===== config.mk =====
export PLATFORM = sky130hd
export DESIGN_NAME = gimbal_command_framer_core
export DESIGN_NICKNAME = d
export VERILOG_FILES = /design/src/hdl/gcf_pkg.sv /design/src/hdl/gimbal_command_framer_core.sv /design/src/hdl/gcf_front.sv /design/src/hdl/gcf_fifo.sv /design/src/hdl/gcf_serializer.sv
export SDC_FILE = /design/constraint.sdc
export NUM_CORES = 1
export LEC_CHECK = 0
export ABC_AREA = 1
export BUFFER_PORTS_ARGS = -buffer_cell sky130_fd_sc_hd__clkbuf_2
export CAP_MARGIN = 40
export CORE_MARGIN = 4
export CORE_UTILIZATION = 50
export CTS_CLUSTER_DIAMETER = 60
export DETAILED_ROUTE_END_ITERATION = 8
export GPL_ROUTABILITY_DRIVEN = 0
export PLACE_DENSITY = 0.8
export SLEW_MARGIN = 20
export SYNTH_ARGS = -nofsm -noshare
export SYNTH_HDL_FRONTEND = slang
export SYNTH_SLANG_ARGS = --single-unit

===== constraint.sdc =====
create_clock -name clk -period 3.6 [get_ports clk]
set_input_delay 1.08 -clock clk [delete_from_list [all_inputs] [get_ports clk]]
set_output_delay 1.08 -clock clk [all_outputs]
set_load 0.03 [all_outputs]

===== src/hdl/gcf_pkg.sv =====
package gcf_pkg;

	localparam int FIFO_DEPTH = 2;

	// configuration register indexes
	localparam logic [1:0] REG_SEND_INTERVAL = 2'd0;
	localparam logic [1:0] REG_SPEED_LIMIT   = 2'd1;

	localparam logic [15:0] SEND_INTERVAL_RST = 16'd40;
	localparam logic [6:0]  SPEED_LIMIT_RST   = 7'd100;

	localparam logic [7:0] HDR0       = 8'h55;
	localparam logic [7:0] HDR1       = 8'h66;
	localparam logic [7:0] HDR2       = 8'h01;
	localparam logic [7:0] CMD_ROTATE = 8'h07;
	localparam logic [7:0] CMD_CENTRE = 8'h08;
	localparam logic [7:0] LEN_ROTATE = 8'h02;
	localparam logic [7:0] LEN_CENTRE = 8'h01;
	localparam logic [7:0] CENTRE_ARG = 8'h01;

	localparam logic [15:0] CRC_POLY = 16'h1021;

	// bytes before the crc
	localparam logic [3:0] BODY_ROTATE = 4'd10;
	localparam logic [3:0] BODY_CENTRE = 4'd9;

	typedef enum logic [1:0] {
		REQ_TICK   = 2'd0,
		REQ_ROTATE = 2'd1,
		REQ_CENTRE = 2'd2
	} req_type_t;

	typedef struct packed {
		logic        is_rotate;
		logic [15:0] seq;
		logic [7:0]  yaw;
		logic [7:0]  pitch;
	} frame_desc_t;

	typedef struct packed {
		logic full;
		logic empty;
	} fifo_stat_t;

	// crc-16/xmodem, msb first, one byte
	function automatic logic [15:0] crc_byte(logic [15:0] crc, logic [7:0] b);
		logic [15:0] c;
		c = crc ^ {b, 8'h00};
		for (int k = 0; k < 8; k++) begin
			if (c[15]) begin
				c = {c[14:0], 1'b0} ^ CRC_POLY;
			end else begin
				c = {c[14:0], 1'b0};
			end
		end
		return c;
	endfunction

endpackage


===== src/hdl/gimbal_command_framer_core.sv =====
// a command word is written into the queue, loaded into the serializer, then registered out
// one frame byte per cycle while m_tready holds; a rotate frame is 12 bytes, a centre frame 11
// ticks and commands are taken every cycle while the queue has room; early rotates are dropped
// a two-entry descriptor queue lets commands be taken while a frame is still going out
// reset clears sequence and elapsed counters, empties the queue, and restores register defaults
module gimbal_command_framer_core #(
	parameter int FIFO_DEPTH = gcf_pkg::FIFO_DEPTH
) (
	input  logic        clk,
	input  logic        arst_n,
	input  logic        s_tvalid,
	output logic        s_tready,
	input  logic [23:0] s_tdata,    // yaw_speed[10:0], pitch_speed[21:11], zero pad
	input  logic [1:0]  s_tuser,    // req_type[1:0]
	output logic        m_tvalid,
	input  logic        m_tready,
	output logic [7:0]  m_tdata,    // frame_byte[7:0]
	output logic        m_tlast,    // frame_last
	input  logic        cfg_valid,
	output logic        cfg_ready,
	input  logic [1:0]  cfg_index,
	input  logic [15:0] cfg_data
);

	gcf_pkg::fifo_stat_t  stat;
	gcf_pkg::frame_desc_t push_desc;
	gcf_pkg::frame_desc_t pop_desc;
	logic                 push;
	logic                 pop;

	gcf_front u_front (
		.clk       (clk),
		.arst_n    (arst_n),
		.s_tvalid  (s_tvalid),
		.s_tready  (s_tready),
		.s_tdata   (s_tdata),
		.s_tuser   (s_tuser),
		.cfg_valid (cfg_valid),
		.cfg_ready (cfg_ready),
		.cfg_index (cfg_index),
		.cfg_data  (cfg_data),
		.stat      (stat),
		.push      (push),
		.push_desc (push_desc)
	);

	gcf_fifo #(
		.DEPTH (FIFO_DEPTH)
	) u_fifo (
		.clk       (clk),
		.arst_n    (arst_n),
		.push      (push),
		.push_desc (push_desc),
		.pop       (pop),
		.pop_desc  (pop_desc),
		.stat      (stat)
	);

	gcf_serializer u_ser (
		.clk      (clk),
		.arst_n   (arst_n),
		.stat     (stat),
		.desc     (pop_desc),
		.pop      (pop),
		.m_tvalid (m_tvalid),
		.m_tready (m_tready),
		.m_tdata  (m_tdata),
		.m_tlast  (m_tlast)
	);

endmodule


===== src/hdl/gcf_front.sv =====
module gcf_front (
	input  logic                 clk,
	input  logic                 arst_n,
	input  logic                 s_tvalid,
	output logic                 s_tready,
	input  logic [23:0]          s_tdata,   // yaw_speed[10:0], pitch_speed[21:11], zero pad
	input  logic [1:0]           s_tuser,   // req_type[1:0]
	input  logic                 cfg_valid,
	output logic                 cfg_ready,
	input  logic [1:0]           cfg_index,
	input  logic [15:0]          cfg_data,
	input  gcf_pkg::fifo_stat_t  stat,
	output logic                 push,
	output gcf_pkg::frame_desc_t push_desc
);

	logic [15:0] interval_q;
	logic [6:0]  limit_q;
	logic [15:0] seq_q;
	logic [15:0] elapsed_q;
	logic        accept;
	logic        rotate_ok;
	logic [15:0] seq_inc;
	gcf_pkg::req_type_t req;

	function automatic logic [7:0] clamp8(logic signed [10:0] v, logic [6:0] lim);
		logic signed [10:0] hi;
		logic signed [10:0] lo;
		logic signed [10:0] r;
		hi = $signed({4'b0000, lim});
		lo = -hi;
		if (v > hi) begin
			r = hi;
		end else if (v < lo) begin
			r = lo;
		end else begin
			r = v;
		end
		return r[7:0];
	endfunction

	assign s_tready  = !stat.full;
	assign cfg_ready = 1'b1;
	assign accept    = s_tvalid && s_tready;
	assign req       = gcf_pkg::req_type_t'(s_tuser);
	assign rotate_ok = elapsed_q >= interval_q;
	assign seq_inc   = seq_q + 16'd1;

	always_comb begin
		push = 1'b0;
		unique case (req)
			gcf_pkg::REQ_ROTATE: push = accept && rotate_ok;
			gcf_pkg::REQ_CENTRE: push = accept;
			default:             push = 1'b0;
		endcase
		push_desc.is_rotate = (req == gcf_pkg::REQ_ROTATE);
		push_desc.seq       = seq_inc;
		push_desc.yaw       = clamp8($signed(s_tdata[10:0]), limit_q);
		push_desc.pitch     = clamp8($signed(s_tdata[21:11]), limit_q);
	end

	always_ff @(posedge clk or negedge arst_n) begin
		if (!arst_n) begin
			interval_q <= gcf_pkg::SEND_INTERVAL_RST;
			limit_q    <= gcf_pkg::SPEED_LIMIT_RST;
		end else if (cfg_valid) begin
			if (cfg_index == gcf_pkg::REG_SEND_INTERVAL) begin
				interval_q <= cfg_data;
			end else if (cfg_index == gcf_pkg::REG_SPEED_LIMIT) begin
				limit_q <= cfg_data[6:0];
			end
		end
	end

	always_ff @(posedge clk or negedge arst_n) begin
		if (!arst_n) begin
			seq_q     <= '0;
			elapsed_q <= '0;
		end else begin
			if (push) begin
				seq_q <= seq_inc;
			end
			if (accept) begin
				unique case (req)
					gcf_pkg::REQ_TICK: begin
						if (elapsed_q != 16'hFFFF) begin
							elapsed_q <= elapsed_q + 16'd1;
						end
					end
					gcf_pkg::REQ_ROTATE: begin
						if (rotate_ok) begin
							elapsed_q <= '0;
						end
					end
					default: ;
				endcase
			end
		end
	end

endmodule


===== src/hdl/gcf_fifo.sv =====
module gcf_fifo #(
	parameter int DEPTH = gcf_pkg::FIFO_DEPTH
) (
	input  logic                 clk,
	input  logic                 arst_n,
	input  logic                 push,
	input  gcf_pkg::frame_desc_t push_desc,
	input  logic                 pop,
	output gcf_pkg::frame_desc_t pop_desc,
	output gcf_pkg::fifo_stat_t  stat
);

	localparam int PTR_W = (DEPTH > 1) ? $clog2(DEPTH) : 1;
	localparam int CNT_W = $clog2(DEPTH + 1);
	localparam logic [PTR_W-1:0] LAST_PTR = PTR_W'(DEPTH - 1);
	localparam logic [CNT_W-1:0] FULL_CNT = CNT_W'(DEPTH);

	gcf_pkg::frame_desc_t mem [DEPTH];
	logic [PTR_W-1:0] wr_q;
	logic [PTR_W-1:0] rd_q;
	logic [CNT_W-1:0] cnt_q;

	assign stat.full  = (cnt_q == FULL_CNT);
	assign stat.empty = (cnt_q == '0);
	assign pop_desc   = mem[rd_q];

	always_ff @(posedge clk) begin
		if (push) begin
			mem[wr_q] <= push_desc;
		end
	end

	always_ff @(posedge clk or negedge arst_n) begin
		if (!arst_n) begin
			wr_q  <= '0;
			rd_q  <= '0;
			cnt_q <= '0;
		end else begin
			if (push) begin
				wr_q <= (wr_q == LAST_PTR) ? '0 : wr_q + PTR_W'(1);
			end
			if (pop) begin
				rd_q <= (rd_q == LAST_PTR) ? '0 : rd_q + PTR_W'(1);
			end
			if (push && !pop) begin
				cnt_q <= cnt_q + CNT_W'(1);
			end else if (pop && !push) begin
				cnt_q <= cnt_q - CNT_W'(1);
			end
		end
	end

	a_no_overflow: assert property (@(posedge clk) disable iff (!arst_n)
		stat.full && !pop |-> !push) else $error("descriptor queue overflow");

	a_no_underflow: assert property (@(posedge clk) disable iff (!arst_n)
		stat.empty |-> !pop) else $error("descriptor queue underflow");

endmodule


===== src/hdl/gcf_serializer.sv =====
module gcf_serializer (
	input  logic                 clk,
	input  logic                 arst_n,
	input  gcf_pkg::fifo_stat_t  stat,
	input  gcf_pkg::frame_desc_t desc,
	output logic                 pop,
	output logic                 m_tvalid,
	input  logic                 m_tready,
	output logic [7:0]           m_tdata,   // frame_byte[7:0]
	output logic                 m_tlast    // frame_last
);

	gcf_pkg::frame_desc_t desc_q;
	logic        busy_q;
	logic [3:0]  idx_q;
	logic [15:0] crc_q;
	logic        out_valid_q;
	logic [7:0]  out_data_q;
	logic        out_last_q;

	logic        slot_free;
	logic        emit;
	logic [3:0]  body_len;
	logic [7:0]  body_byte;
	logic [7:0]  next_byte;
	logic        next_last;
	logic        in_body;

	assign slot_free = !out_valid_q || m_tready;
	assign emit      = busy_q && slot_free;
	assign body_len  = desc_q.is_rotate ? gcf_pkg::BODY_ROTATE : gcf_pkg::BODY_CENTRE;
	assign in_body   = idx_q < body_len;
	// next frame loads when idle, or in the same cycle that the last byte is registered into the output slot
	assign pop       = !stat.empty && (!busy_q || (emit && next_last));

	always_comb begin
		body_byte = 8'h00;
		unique case (idx_q)
			4'd0: body_byte = gcf_pkg::HDR0;
			4'd1: body_byte = gcf_pkg::HDR1;
			4'd2: body_byte = gcf_pkg::HDR2;
			4'd3: body_byte = desc_q.is_rotate ? gcf_pkg::LEN_ROTATE : gcf_pkg::LEN_CENTRE;
			4'd4: body_byte = 8'h00;
			4'd5: body_byte = desc_q.seq[7:0];
			4'd6: body_byte = desc_q.seq[15:8];
			4'd7: body_byte = desc_q.is_rotate ? gcf_pkg::CMD_ROTATE : gcf_pkg::CMD_CENTRE;
			4'd8: body_byte = desc_q.is_rotate ? desc_q.yaw : gcf_pkg::CENTRE_ARG;
			4'd9: body_byte = desc_q.pitch;
			default: body_byte = 8'h00;
		endcase
	end

	always_comb begin
		next_last = 1'b0;
		if (in_body) begin
			next_byte = body_byte;
		end else if (idx_q == body_len) begin
			next_byte = crc_q[7:0];
		end else begin
			next_byte = crc_q[15:8];
			next_last = 1'b1;
		end
	end

	always_ff @(posedge clk) begin
		if (pop) begin
			desc_q <= desc;
		end
		if (emit) begin
			out_data_q <= next_byte;
		end
	end

	always_ff @(posedge clk or negedge arst_n) begin
		if (!arst_n) begin
			busy_q      <= 1'b0;
			idx_q       <= '0;
			crc_q       <= '0;
			out_valid_q <= 1'b0;
			out_last_q  <= 1'b0;
		end else begin
			if (pop) begin
				busy_q <= 1'b1;
				idx_q  <= '0;
				crc_q  <= '0;
			end else if (emit) begin
				idx_q <= idx_q + 4'd1;
				if (next_last) begin
					busy_q <= 1'b0;
				end
			end
			if (emit && in_body && !pop) begin
				crc_q <= gcf_pkg::crc_byte(crc_q, body_byte);
			end
			if (emit) begin
				out_valid_q <= 1'b1;
				out_last_q  <= next_last;
			end else if (m_tready) begin
				out_valid_q <= 1'b0;
			end
		end
	end

	assign m_tvalid = out_valid_q;
	assign m_tdata  = out_data_q;
	assign m_tlast  = out_last_q;

	a_idx_range: assert property (@(posedge clk) disable iff (!arst_n)
		busy_q |-> idx_q <= body_len + 4'd1) else $error("byte index past frame end");

	a_load_at_boundary: assert property (@(posedge clk) disable iff (!arst_n)
		pop && busy_q |-> emit && next_last) else $error("frame reloaded mid-frame");

endmodule

== Word-level counts from Yosys, hierarchy flattened ==
Memory sizes are Yosys's and may differ from the RTL's. A register that Yosys moved wholly into a read port is not among the register bits.
Cells that the tools add are included.
W data, S select, Z words.

* Bits in registers: 90
* Memory bits (writable): 66
* Input port bits: 49
* Output and inout port bits: 12
* Word-level logic and storage cells: 132
* Memories: 1

* Add/subtract/negate cells: 8
* Order comparisons: 6
* Eq/ne operators: 16
* Multiplexer cells: 47
* Bitwise logic cells: 10
* Reductions and logical operators: 31

{| class="wikitable"
|+ Memory list
! name !! depth !! bits a word !! rd ports !! clocked after memory_dff !! wr ports !! RTL line !! source
|-
| u_fifo.mem || 2 || 33 || 1 || 1 || 1 || gcf_fifo.sv:18 || <nowiki>gcf_pkg::frame_desc_t mem [DEPTH];</nowiki>
|}

{| class="wikitable"
|+ Operator list
! cell !! count
|-
| $mux W16 || 11
|-
| $mux W13 || 8
|-
| $pmux W8 S9 || 1
|-
| $mux W8 || 7
|-
| $add A16 B1 Y16 const B || 2
|-
| $pmux W16 S2 || 1
|-
| $not A3 Y3 || 8
|-
| $gt A11 B8 Y1 || 2
|-
| $lt A11 B11 Y1 || 2
|-
| $ge A16 B16 Y1 || 1
|-
| $ne A16 B16 Y1 const B || 1
|-
| $xor A16 B16 Y16 || 1
|-
| $eq A4 B3 Y1 const B || 3
|-
| $mux W4 || 3
|-
| $reduce_bool A2 Y1 || 6
|-
| $mux W1 || 11
|-
| $neg A7 Y11 || 1
|-
| $logic_and A1 B1 Y1 || 9
|-
| $eq A4 B2 Y1 const B || 2
|-
| $eq A4 B4 Y1 const B || 2
|-
| $mux W2 || 4
|-
| $logic_not A1 Y1 || 6
|-
| $logic_not A2 Y1 || 3
|-
| $add A4 B1 Y4 const B || 1
|-
| other kinds (17) || 22
|}

== Depth between registers and ports, before layout ==
* Depth after elaboration: 31
* Mapped depth: 19
* Depth with buffers taken out: 18

== Cells and area by module ==
A second synthesis with hierarchy kept.

* Cells, all modules: 1191
* Area, all modules: 10910.5 µm²

{| class="wikitable"
|+ By module, submodules not included
! module !! times used !! cells an instance !! area an instance (µm²) !! sequential area each (µm²)
|-
| gcf_front || 1 || 670 || 4850.9 || 1382.6
|-
| gcf_serializer || 1 || 393 || 3319.4 || 1806.7
|-
| gcf_fifo || 1 || 128 || 2740.1 || 2082.0
|}

== Worst setup path after synthesis ==
No wires, ideal clock.

* Path kind: input-to-reg
* From: input port s_tuser[1]
* To: memory u_fifo.mem[1][0] in the netlist's numbering, enable pin
* Setup time: 0.423 ns
* Data arrival time: 3.505 ns
* Data required time: 3.177 ns
* Slack: -0.329 ns
* Stages on the path: 8
* Path buffers: 2
* Path through: inv_1 > ha_1 > clkbuf_1 > nand2_1 > nand2_2 > nand2_2 > buf_6 > nor2_1

{| class="wikitable"
|+ RTL lines
! item !! RTL line !! source
|-
| start, declared || gimbal_command_framer_core.sv:14 || <nowiki>input logic [1:0] s_tuser,</nowiki>
|-
| end, declared || gcf_fifo.sv:18 ||
|}

==> metrics.cfg <==
[power_and_ir_drop]
comb_power_share_pct=37.6
switchingPower_mw=3.17
p_int_mw=4.91
power_density_nw_per_um2=679
pwr-share-clk_pct=23.7
ir_drop_v=0.000340
cellLeakagePower_nw=5.68
seqPwrFrac_pct=38.8
p_sw_share_pct=39.2
total_power_mw=8.08

[clock_tree]
cts_tree=yes
htree_num_levels=4
cts_root_buffer=clkbuf_16
clock_latency_ps=430
clkTransAtPathRegs_ps=70
cts_buffer_depth=2
cts_buffers=17
clock-sinks=189
cts_hold_buf=0

[global_route]
antenna_found_initial=0
grt.overflow.total=0
grt_pass1_wl_um=38800
grt_max_degree=42
track_usage_pct=19.8
grt_pass1_vias=8354

[setup_path]
crit_buf_inv=2
r2r_end=u_fifo.mem[0][14]
slowest_delay_ps=450
cp-start-kind=register
cp-end-kind=register
r2r_slack_ps=290
critPathSlowestCell=dfrtp_1
cp_max_fo=14
rr_worst_depth=16
cp_common_cell=nand2_1
worstPathArrival_ps=3480
r2r_start=u_front.limit_q[1]
crit_family=simple AND/OR/NAND/NOR gates
worstSetupPathType=register to register
worstPathCellList=inv_1 -> ha_1 -> nand3_1 -> nor2_1 -> nand2_1 -> xor2_1 -> buf_4 -> ha_1 -> nand2_1 -> o21ai_0 -> nand2_1 -> nand3_1 -> nand2_1 -> nand3_1 -> nand2_1 -> o21ai_0
worstPathRequired_ps=3770

[layout]
area_growth_pct=12.0
fin_nets=1422
drive_gt1_share_pct=11.0
antennaDiodeCount=0
regArea_sq_um=5270
final_common_cell=nand2_1
final_cell_mix=nand2_1 (403), nand3_1 (130), edfxtp_1 (107)
fillers=1808
stdcell_count=1598
final_area_sq_um=11900
multiInputGateArea_sq_um=4730

[run]
maxCapViolations=0

[routing]
dr.pass1.iters=7
wl_per_cell_um=14.4
ant_nets=0
dr_total_vias=8596
drc=0
drt-vias-per-instance=5.38
drtIter0Drc=580
wl_um=23100

[synthesis]
synth_compound_area_share_pct=5.75
yosys.area_share.simple_pct=28.3
synth_cell_types=40
syn_area_per_cell_sq_um=8.51
synth_nets=1359
ys_seq_area_share_pct=49.7
synth_area_sq_um=10600
yosysTopAreaCell=edfxtp_1
synth_warnings=0
synth_area_leaders=edfxtp_1 (30%), dfrtp_1 (18%), nand2_1 (14%)
ys_ff_latch=189
synth_top_family_by_area=simple AND/OR/NAND/NOR gates
synth_top_cell_area_share_pct=30.3
yosys-mux-area-fraction_pct=0
synthXorXnorAreaFrac_pct=2.97
synthCells=1247
synthAdderAreaFrac_pct=7.43

[sta]
maxSlewHeadroom_pct=59.7
fin_crit_ps=3310
clock-skew-final_ps=10.0
fmax_mhz=303
setup_ws_ps=295
fin_tns_setup_ps=0
final-hold-violation-count=0
slew_violations=0
rsz0062_at_grt=no
setup_viol=0
min_period_over_period_pct=91.8
tightest_slew_ps=605

[floorplan]
fp.coreArea_sq_um=21000
start_util_pct=50.7
rows=53
die_y_um=154
die_area_sq_um=23600
io_pins=61
fp.dieW_um=154

[place]
dp_cells=1560
place_hpwl_um=16600
dp_slack_ps=230
port_buffers=57
postPlaceCellArea_sq_um=11200

[min_path]
hold_path_depth=2
whs_endpoint=u_fifo.wr_q
min_path_type=register to register
min_from=u_fifo.wr_q

[status]
outcome=finished clean

## worst max-delay path by stage
stage          slack [ps]  cells past startpoint                end               start
3_3_place_gp          360                     15  u_fifo.mem[0][14]  u_front.limit_q[1]
2_1_floorplan         240                      8   u_fifo.mem[1][0]          s_tuser[1]
5_1_grt                50                     16  u_fifo.mem[1][14]  u_front.limit_q[1]
6_report              290                     16  u_fifo.mem[0][14]  u_front.limit_q[1]
4_1_cts               220                     14  u_fifo.mem[1][13]  u_front.limit_q[1]
3_5_place_dp          230                     14  u_fifo.mem[1][13]  u_front.limit_q[1]
## synthesized netlist by cell type, drive strengths merged
| library cell | count |
|---|---|
| nand2 | 408 |
| nand3 | 133 |
| inv | 110 |
| edfxtp | 107 |
| nor2 | 83 |
| dfrtp | 77 |
| ha | 63 |
| o21ai | 61 |
| a21oi | 48 |
| nand4 | 39 |
| xor2 | 29 |
| buf | 19 |
| clkbuf | 18 |
| nor3 | 17 |
| nand3b | 7 |
| xnor2 | 7 |
| dfstp | 5 |
| nor3b | 4 |
| o21a | 3 |
| o21bai | 2 |
| or2 | 2 |
| a31oi | 1 |
| clkinv | 1 |
| conb | 1 |
| nor4 | 1 |
| o22ai | 1 |
## metal layers
metal	GRT usage (%)	share of wire, %
met5	0	0
met4	6.43	2.0
met3	4.14	5.6
met2	34.7	51
met1	24.4	42
## kinds of logic (layout without fill, tap and decap cells)
family / count (synthesis) / in the layout
AO/OA/AOI/OAI: 116 / 116
adder cells (fa/ha/maj): 63 / 63
AND/OR/NAND/NOR: 694 / 694
buffers and inverters: 148 / 224
other: 1 / 1
XOR/XNOR: 36 / 36
flip-flops: 189 / 189
## sequential cells by signal, indices dropped and copies added (netlist names)
name and count:
u_fifo.mem 66, u_front.elapsed_q 16, u_fifo.cnt_q 2, u_ser.crc_q 16, u_front.interval_q 16, u_front.limit_q 7
u_front.seq_q 16, u_ser.m_tdata 8, u_ser.desc_q 33, u_ser.m_tvalid 1, u_fifo.wr_q 1, u_ser.m_tlast 1
u_fifo.rd_q 1, u_ser.busy_q 1, u_ser.idx_q 4
## final cells by class
type | instances | share of cell area [%]
Clock buffer | 19 | 3.73
Clock inverter | 13 | 1.30
Inverter | 111 | 3.50
Multi-Input combinational cell | 910 | 39.7
Sequential cell | 189 | 44.3
Tap cell | 275 | 2.89
Timing Repair Buffer | 81 | 4.48
## power by group through the flow
stage	registers [mW]	logic (mW)	clock network [mW]
floorplan	3.17	2.15	0
global placement	3.15	2.83	0
detailed placement	3.17	2.98	0
CTS	3.13	3.00	1.93
global route	3.18	3.46	2.03
finish	3.13	3.03	1.91
## per-stage QoR
stage	util, %	hold slack, ps
finish	56.7	473
global route	56.7	499
global placement	53.5	455
floorplan	-	442
detailed placement	53.6	459
CTS	56.5	477
## what timing repair did
item	in CTS	in global routing
endpoints found under the setup margin	0	18
gates resized for setup	0	2
buffers inserted	0	5
## worst register-to-register path: stages (launching register included)
cell and delay (ps):
dfrtp_1 450, inv_1 140, ha_1 190, nand3_1 120, nor2_1 100, nand2_1 110
xor2_1 180, buf_4 160, ha_1 280, nand2_1 60, o21ai_0 170, nand2_1 90
nand3_1 80, nand2_1 270, nand3_1 180, nand2_1 60, o21ai_0 400
Note: power is estimated with default switching activity, not from simulation.
